## config.mk

```make
export PLATFORM = sky130hd
export DESIGN_NAME = search_reply_field_rewriter
export DESIGN_NICKNAME = d
export VERILOG_FILES = /design/src/rtl/srfr_pkg.sv /design/src/rtl/search_reply_field_rewriter.sv /design/src/rtl/srfr_queue.sv /design/src/rtl/srfr_front.sv /design/src/rtl/srfr_back.sv
export SDC_FILE = /design/constraint.sdc
export NUM_CORES = 1
export LEC_CHECK = 0
export BUFFER_PORTS_ARGS = -buffer_cell sky130_fd_sc_hd__buf_2
export CORE_UTILIZATION = 60
export DETAILED_ROUTE_END_ITERATION = 8
export PLACE_DENSITY = 0.77
export SYNTH_ARGS = -nofsm -noshare
export SYNTH_HDL_FRONTEND = slang
export SYNTH_HIERARCHICAL = 1
export SYNTH_SLANG_ARGS = --single-unit
```

## constraint.sdc

```tcl
create_clock -name clk -period 16.5 [get_ports clk]
set_input_delay 4.125 -clock clk [delete_from_list [all_inputs] [get_ports clk]]
set_output_delay 4.125 -clock clk [all_outputs]
set_load 0.02 [all_outputs]
```

## src/rtl/srfr_pkg.sv

```systemverilog
// Package: types and constants of the search reply field rewriter.
`default_nettype none

package srfr_pkg;

  localparam int HdrLen        = 16;
  localparam int HdrIdxW       = 4;
  localparam int ByteW         = 8;
  localparam int LenW          = 16;
  localparam int CfgIdxW       = 2;
  localparam int CfgDataW      = 32;
  localparam int QueueDepthDef = 4;

  // Command code of a search message
  localparam logic [15:0] CmdSearch = 16'h0006;

  // Configuration register indexes
  typedef enum logic [CfgIdxW-1:0] {
    CFG_MODE        = 2'd0,
    CFG_CHAN_ID     = 2'd1,
    CFG_SERVER_PORT = 2'd2,
    CFG_SERVER_ADDR = 2'd3
  } cfg_reg_t;

  // Rewrite modes
  typedef enum logic {
    MODE_CHAN_ID = 1'b0,
    MODE_SERVER  = 1'b1
  } rewrite_mode_t;

  // One unit of work handed from front to back: a run of 1..16 output words
  typedef struct packed {
    logic [HdrLen-1:0][ByteW-1:0] bytes;
    logic [HdrIdxW-1:0]           len_m1;
    logic                         last;
    logic                         any;
  } work_t;

endpackage

`default_nettype wire

```

## src/rtl/search_reply_field_rewriter.sv

```systemverilog
// A payload word goes from the queue into the back's current unit, then out on the
// result ports; a header takes that path after its 16th (or final) byte and leaves
// one word a cycle while pop is high. Input: one word per cycle while the queue has
// room; a 16-word header drains while the front queues the words that follow.
// Reset (synchronous): clears the configuration registers, the walk state and the queue;
// the block is ready the cycle after reset drops, with no clearing pass.
`default_nettype none

module search_reply_field_rewriter #(
  parameter int QueueDepth = srfr_pkg::QueueDepthDef
) (
  input  wire logic                          clk,
  input  wire logic                          rst,
  input  wire logic [srfr_pkg::ByteW-1:0]    in_byte,
  input  wire logic                          in_last,
  input  wire logic                          push,
  output logic                               full,
  output logic [srfr_pkg::ByteW-1:0]         out_byte,
  output logic                               out_last,
  output logic                               rewrote_any,
  output logic                               empty,
  input  wire logic                          pop,
  input  wire logic                          cfg_we,
  input  wire logic [srfr_pkg::CfgIdxW-1:0]  cfg_index,
  input  wire logic [srfr_pkg::CfgDataW-1:0] cfg_data
);

  logic            q_push;
  logic            q_full;
  logic            q_pop;
  logic            q_empty;
  srfr_pkg::work_t q_entry;
  srfr_pkg::work_t q_head;

  assign full = q_full;

  srfr_front u_front (
    .clk       (clk),
    .rst       (rst),
    .in_byte   (in_byte),
    .in_last   (in_last),
    .push      (push),
    .cfg_we    (cfg_we),
    .cfg_index (cfg_index),
    .cfg_data  (cfg_data),
    .q_full    (q_full),
    .q_push    (q_push),
    .q_entry   (q_entry)
  );

  srfr_queue #(
    .Depth (QueueDepth)
  ) u_queue (
    .clk   (clk),
    .rst   (rst),
    .push  (q_push),
    .wdata (q_entry),
    .full  (q_full),
    .pop   (q_pop),
    .head  (q_head),
    .empty (q_empty)
  );

  srfr_back u_back (
    .clk         (clk),
    .rst         (rst),
    .q_empty     (q_empty),
    .q_head      (q_head),
    .q_pop       (q_pop),
    .out_byte    (out_byte),
    .out_last    (out_last),
    .rewrote_any (rewrote_any),
    .empty       (empty),
    .pop         (pop)
  );

endmodule

`default_nettype wire

```

## src/rtl/srfr_queue.sv

```systemverilog
// Short queue of work units between the front and the back.
`default_nettype none

module srfr_queue #(
  parameter int Depth = srfr_pkg::QueueDepthDef
) (
  input  wire logic            clk,
  input  wire logic            rst,
  input  wire logic            push,
  input  wire srfr_pkg::work_t wdata,
  output logic                 full,
  input  wire logic            pop,
  output srfr_pkg::work_t      head,
  output logic                 empty
);

  localparam int PtrW = (Depth > 1) ? $clog2(Depth) : 1;
  localparam int CntW = $clog2(Depth + 1);

  srfr_pkg::work_t mem [Depth];
  logic [PtrW-1:0] wr_ptr;
  logic [PtrW-1:0] rd_ptr;
  logic [CntW-1:0] count;
  logic            do_push;
  logic            do_pop;

  assign full    = (count == CntW'(Depth));
  assign empty   = (count == '0);
  assign do_push = push & ~full;
  assign do_pop  = pop & ~empty;
  assign head    = mem[rd_ptr];

  // Storage
  always_ff @(posedge clk) begin
    if (do_push) begin
      mem[wr_ptr] <= wdata;
    end
  end

  // Pointers and fill count
  always_ff @(posedge clk) begin
    if (rst) begin
      wr_ptr <= '0;
      rd_ptr <= '0;
      count  <= '0;
    end else begin
      if (do_push) begin
        wr_ptr <= (wr_ptr == PtrW'(Depth - 1)) ? '0 : wr_ptr + PtrW'(1);
      end
      if (do_pop) begin
        rd_ptr <= (rd_ptr == PtrW'(Depth - 1)) ? '0 : rd_ptr + PtrW'(1);
      end
      if (do_push & ~do_pop) begin
        count <= count + CntW'(1);
      end else if (do_pop & ~do_push) begin
        count <= count - CntW'(1);
      end
    end
  end

endmodule

`default_nettype wire

```

## src/rtl/srfr_front.sv

```systemverilog
// Front: takes datagram bytes, walks messages, holds headers and rewrites search headers.
`default_nettype none

module srfr_front (
  input  wire logic                            clk,
  input  wire logic                            rst,
  input  wire logic [srfr_pkg::ByteW-1:0]      in_byte,
  input  wire logic                            in_last,
  input  wire logic                            push,
  input  wire logic                            cfg_we,
  input  wire logic [srfr_pkg::CfgIdxW-1:0]    cfg_index,
  input  wire logic [srfr_pkg::CfgDataW-1:0]   cfg_data,
  input  wire logic                            q_full,
  output logic                                 q_push,
  output srfr_pkg::work_t                      q_entry
);

  // Configuration registers
  srfr_pkg::rewrite_mode_t rewrite_mode;
  logic [31:0]             chan_id;
  logic [15:0]             server_port;
  logic [31:0]             server_addr;

  // Message walk state
  logic [srfr_pkg::ByteW-1:0]   hdr_mem [srfr_pkg::HdrLen];
  logic [srfr_pkg::HdrIdxW-1:0] hdr_pos;
  logic [srfr_pkg::LenW-1:0]    payload_left;
  logic                         rewrote_flag;

  logic        accept;
  logic        in_payload;
  logic        hdr_done;
  logic        is_search;
  logic        rewrite;
  logic [15:0] cmd;

  assign accept     = push & ~q_full;
  assign in_payload = (payload_left != '0);
  assign hdr_done   = (hdr_pos == srfr_pkg::HdrIdxW'(srfr_pkg::HdrLen - 1));
  assign cmd        = {hdr_mem[0], hdr_mem[1]};
  assign is_search  = (cmd == srfr_pkg::CmdSearch);
  assign rewrite    = hdr_done & is_search;
  assign q_push     = accept & (in_payload | hdr_done | in_last);

  // Build the work unit: one payload word, or a held header with this byte
  always_comb begin
    q_entry = '0;
    if (in_payload) begin
      q_entry.bytes[0] = in_byte;
      q_entry.len_m1   = '0;
      q_entry.last     = in_last;
      q_entry.any      = in_last & rewrote_flag;
    end else begin
      for (int i = 0; i < srfr_pkg::HdrLen; i++) begin
        q_entry.bytes[i] = (srfr_pkg::HdrIdxW'(i) == hdr_pos) ? in_byte : hdr_mem[i];
      end
      if (rewrite) begin
        unique case (rewrite_mode)
          srfr_pkg::MODE_CHAN_ID: begin
            q_entry.bytes[12] = chan_id[31:24];
            q_entry.bytes[13] = chan_id[23:16];
            q_entry.bytes[14] = chan_id[15:8];
            q_entry.bytes[15] = chan_id[7:0];
          end
          srfr_pkg::MODE_SERVER: begin
            q_entry.bytes[4]  = server_port[15:8];
            q_entry.bytes[5]  = server_port[7:0];
            q_entry.bytes[8]  = server_addr[31:24];
            q_entry.bytes[9]  = server_addr[23:16];
            q_entry.bytes[10] = server_addr[15:8];
            q_entry.bytes[11] = server_addr[7:0];
          end
          default: ;
        endcase
      end
      q_entry.len_m1 = hdr_pos;
      q_entry.last   = in_last;
      q_entry.any    = in_last & (rewrote_flag | rewrite);
    end
  end

  // Header byte store
  always_ff @(posedge clk) begin
    if (accept & ~in_payload) begin
      hdr_mem[hdr_pos] <= in_byte;
    end
  end

  // Configuration and walk state
  always_ff @(posedge clk) begin
    if (rst) begin
      rewrite_mode <= srfr_pkg::MODE_CHAN_ID;
      chan_id      <= '0;
      server_port  <= '0;
      server_addr  <= '0;
      hdr_pos      <= '0;
      payload_left <= '0;
      rewrote_flag <= 1'b0;
    end else begin
      if (cfg_we) begin
        unique case (srfr_pkg::cfg_reg_t'(cfg_index))
          srfr_pkg::CFG_MODE:        rewrite_mode <= srfr_pkg::rewrite_mode_t'(cfg_data[0]);
          srfr_pkg::CFG_CHAN_ID:     chan_id      <= cfg_data;
          srfr_pkg::CFG_SERVER_PORT: server_port  <= cfg_data[15:0];
          srfr_pkg::CFG_SERVER_ADDR: server_addr  <= cfg_data;
          default: ;
        endcase
      end
      if (accept) begin
        priority if (in_last) begin
          // end of buffer: next buffer starts fresh
          hdr_pos      <= '0;
          payload_left <= '0;
          rewrote_flag <= 1'b0;
        end else if (in_payload) begin
          payload_left <= payload_left - srfr_pkg::LenW'(1);
        end else if (hdr_done) begin
          hdr_pos      <= '0;
          payload_left <= {hdr_mem[2], hdr_mem[3]};
          rewrote_flag <= rewrote_flag | is_search;
        end else begin
          hdr_pos <= hdr_pos + srfr_pkg::HdrIdxW'(1);
        end
      end
    end
  end

endmodule

`default_nettype wire

```

## src/rtl/srfr_back.sv

```systemverilog
// Back: takes work units from the queue and sends them out one word a cycle while pop is high.
`default_nettype none

module srfr_back (
  input  wire logic                       clk,
  input  wire logic                       rst,
  input  wire logic                       q_empty,
  input  wire srfr_pkg::work_t            q_head,
  output logic                            q_pop,
  output logic [srfr_pkg::ByteW-1:0]      out_byte,
  output logic                            out_last,
  output logic                            rewrote_any,
  output logic                            empty,
  input  wire logic                       pop
);

  srfr_pkg::work_t              cur;
  logic                         cur_valid;
  logic [srfr_pkg::HdrIdxW-1:0] idx;
  logic                         at_end;
  logic                         take;
  logic                         finish;
  logic                         load;

  assign at_end = (idx == cur.len_m1);
  assign take   = pop & cur_valid;
  assign finish = take & at_end;
  assign load   = ~q_empty & (~cur_valid | finish);
  assign q_pop  = load;

  // Result ports
  assign empty       = ~cur_valid;
  assign out_byte    = cur.bytes[idx];
  assign out_last    = cur.last & at_end;
  assign rewrote_any = cur.any & at_end;

  // Current work unit
  always_ff @(posedge clk) begin
    if (load) begin
      cur <= q_head;
    end
  end

  // Word counter within the unit
  always_ff @(posedge clk) begin
    if (rst) begin
      cur_valid <= 1'b0;
      idx       <= '0;
    end else begin
      priority if (load) begin
        cur_valid <= 1'b1;
        idx       <= '0;
      end else if (finish) begin
        cur_valid <= 1'b0;
        idx       <= '0;
      end else if (take) begin
        idx <= idx + srfr_pkg::HdrIdxW'(1);
      end
    end
  end

endmodule

`default_nettype wire

```

==> results.cfg <==
[run_status]
run_status = complete, but fails checks
failed_checks = design-rule violations

[pwr]
cellPowerDensity_nw_per_um2 = 189
combinational_group_share_of_total_power = 0.254
power.net_switching_mw = 2.43
sequentialPowerShare = 0.468
clkPwrFrac = 0.278
post-layout-total-power_mw = 7.59
static-leakage-power_nw = 13.6
power.switching_fraction = 0.320
cell_internal_pwr_mw = 5.16
peakVddDrop_uv = 159

[job]
cap_viol_max_count = 0

[floorplanning]
die_height_microns = 248
core_area_sq_um = 59400
ios = 60
chipWidth_microns = 248
die_area_sq_um = 61400
starting_density_of_the_core = 0.611
num_rows = 89

[route]
vias = 20500
viasPerCell = 6.72
routed_wire_length_per_instance_microns = 29.2
drt.antenna.violating_nets = 0
drt_pre_antenna_iters = 8
initialDrtViolationCount = 3309
route.final.wire_length_mm = 89.1
drc = 4

[clocking]
cts.root.buffer_cell = clkbuf_16
htree_num_levels = 3
numCtsBuffers = 88
tritoncts = built
numClockSinks = 914
cts.reportedPaths.clkPinSlew_ps = 60
holdBufCountCts = 0
cts_post_setup_buffers_inserted = 0
cts.repair.resized = 0
worstSkewPairLatency_ps = 650
clock_tree.buffer_depth = 3

[sta]
period_share = 0.425
relSlewSlack = 0.188
total_count_of_hold_check_failures_in_the_final_report = 0
fmax_ghz = 0.143
finalSetupViolCount = 0
setup_total_negative_slack_ps = 0
worst_pin_slew_ps = 1210
final.setup_skew_ps = 24.1
report.final.slew_viol_count = 0
unrepaired_setup_endpoints_after_global_routing = false
min_period_ps = 7010

[placement]
place_inst = 2886
finalWeightedCongestion = 0.828
placed_area_sq_um = 37100
place.detailed.hpwl_mm = 54.5
port_buffers = 59

[setup_path]
startpoint = u_back/idx[1]
critical_path.reg2reg.endpoint = u_queue/mem[3][126]
worst-endpoint-arrival_ps = 2880
cp_max_fo = 21
required_ps = 12380
regToRegSetupSlack_ps = 11580
ff2ff_path_depth = 6
r2r-start = u_front/hdr_pos[0]
critical_path.startpoint_type = register
worstSetupEndpointType = output port
endpoint = out_byte[1]
setup.worst_path.class = reg2out

[synth]
yosysSeqAreaShare = 0.725
post_syn_area_sq_um = 36200
synth_cell_types = 63
synth.area.top_cells = edfxtp_1, mux4_2, dfxtp_1
share_of_yosys_cell_area_claimed_by_the_top_area_cell_type = 0.661
top_ff_cell_synth = edfxtp_1
synth-edff-count = 798
synth.avg_cell_area_sq_um = 16.7
yosys_register_bits = 914
postSynth.asyncResetShare = 0
number_of_nets_produced_by_synthesis = 2229
post_synth_inst_count = 2167
count_of_warnings_emitted_by_yosys = 6
yosys_top_cell_by_area = edfxtp_1

[finish]
most-common-layout-cells = edfxtp_1, nand2_1, a21oi_1, mux4_2, mux2i_1
share_of_cells_above_drive_strength_1 = 0.192
seq_area_sq_um = 26300
mostFrequentLayoutCell = edfxtp_1
fillers = 3676
non_filler_instance_count_after_layout = 3052
areaGrowthSynthToFinish_pct = 10.6
finish.net_count = 2265
multi_input_comb_area_sq_um = 9210
layout.cell_area.non_filler_sq_um = 40100

[global_route]
first_global_vias = 19400
use_met2 = 0.439
grt.met3_usage = 0.0634
global_route.usage.total = 0.297
met1_track_demand_over_resource = 0.453
busiest_grt_layer = met1
initial_antenna_violation_count = 13
grt_max_degree = 89
grt_pass1_wl_mm = 129
global_route.overflow_total = 0

[worst_hold_path]
timing.hold.worst.class = reg2reg
==> synth_stat cells (13+ instances only) <==
| library cell | number |
|---|---|
| a211oi_1 | 41 |
| clkbuf_1 | 79 |
| ha_1 | 13 |
| nor3_1 | 13 |
| mux4_2 | 143 |
| buf_6 | 17 |
| a21oi_1 | 149 |
| nand2_1 | 249 |
| buf_2 | 32 |
| edfxtp_1 | 798 |
| nand3_1 | 38 |
| a211oi_2 | 40 |
| dfxtp_1 | 116 |
| a22oi_1 | 16 |
| nor2_1 | 124 |
| o21ai_0 | 19 |
| mux2i_1 | 127 |
| inv_1 | 15 |
==> stage by stage <==
stage	hold WS, ps	utilization	worst slack (ps)
floorplan	433	-	4390
global placement	444	0.624	9050
detailed placement	448	0.624	9000
CTS	455	0.676	9420
global route	477	0.676	9310
finish	458	0.676	9490
==> power by group through the flow <==
stage,combinational (mW),sequential (mW),clock [mW]
after floorplan,1.20,3.53,0
after global routing,2.01,3.59,2.21
final,1.93,3.55,2.11
after global placement,1.79,3.55,0
after CTS,1.89,3.56,2.13
after detailed placement,1.85,3.58,0
==> cells by family after synthesis <==
family | Yosys count | share of synthesized area
flops | 914 | 0.725
xor+xnor | 9 | 0.00217
buf+inv | 160 | 0.0220
compound gates | 307 | 0.0579
fa+ha+maj | 14 | 0.00504
simple gates | 478 | 0.0562
mux | 285 | 0.131
==> flip-flops by register name (all words and copies together) (netlist names), 3 cells and up, named ones only <==
signal                cells
u_back/cur              134
u_front/server_addr      32
u_front/hdr_pos           4
u_back/idx                4
u_front/server_port      16
u_front/payload_left     16
u_queue/count             3
u_front/hdr_mem         128
u_queue/mem             536
u_front/chan_id          32
==> area by class of cell <==
class,count,area share
clock inverters,46,0.0148
multi-input cells,1093,0.230
clock buffers,117,0.0607
repair buffers,90,0.0132
inverters,16,0.00153
diodes,3,0.000187
flip-flops and latches,914,0.656
well taps,773,0.0241
==> worst max-delay path: stages (launching register included) <==
cell	delay, ps
dfxtp_1	1050
mux4_1	670
mux2i_1	210
o21ai_0	120
buf_2	200
==> routing by layer <==
layer	part of all wire	wire, microns
met5	0.00031	28
met4	0.020	1810
met3	0.13	11300
met2	0.46	40600
met1	0.40	35400
==> worst min-delay path by stage <==
stage,endpoint,from,cells after the start,slack (ps)
final,u_front/chan_id[30],u_front/chan_id[30],2,460
after floorplan,u_front/payload_left[6],u_front/payload_left[6],1,430
after global placement,u_front/server_addr[11],u_front/server_addr[11],2,440
after CTS,u_front/server_addr[18],u_front/server_addr[18],2,450
after global routing,u_front/server_addr[4],u_front/server_addr[4],2,480
after detailed placement,u_front/chan_id[30],u_front/chan_id[30],2,450
Note: power is estimated with default switching activity, not from simulation.
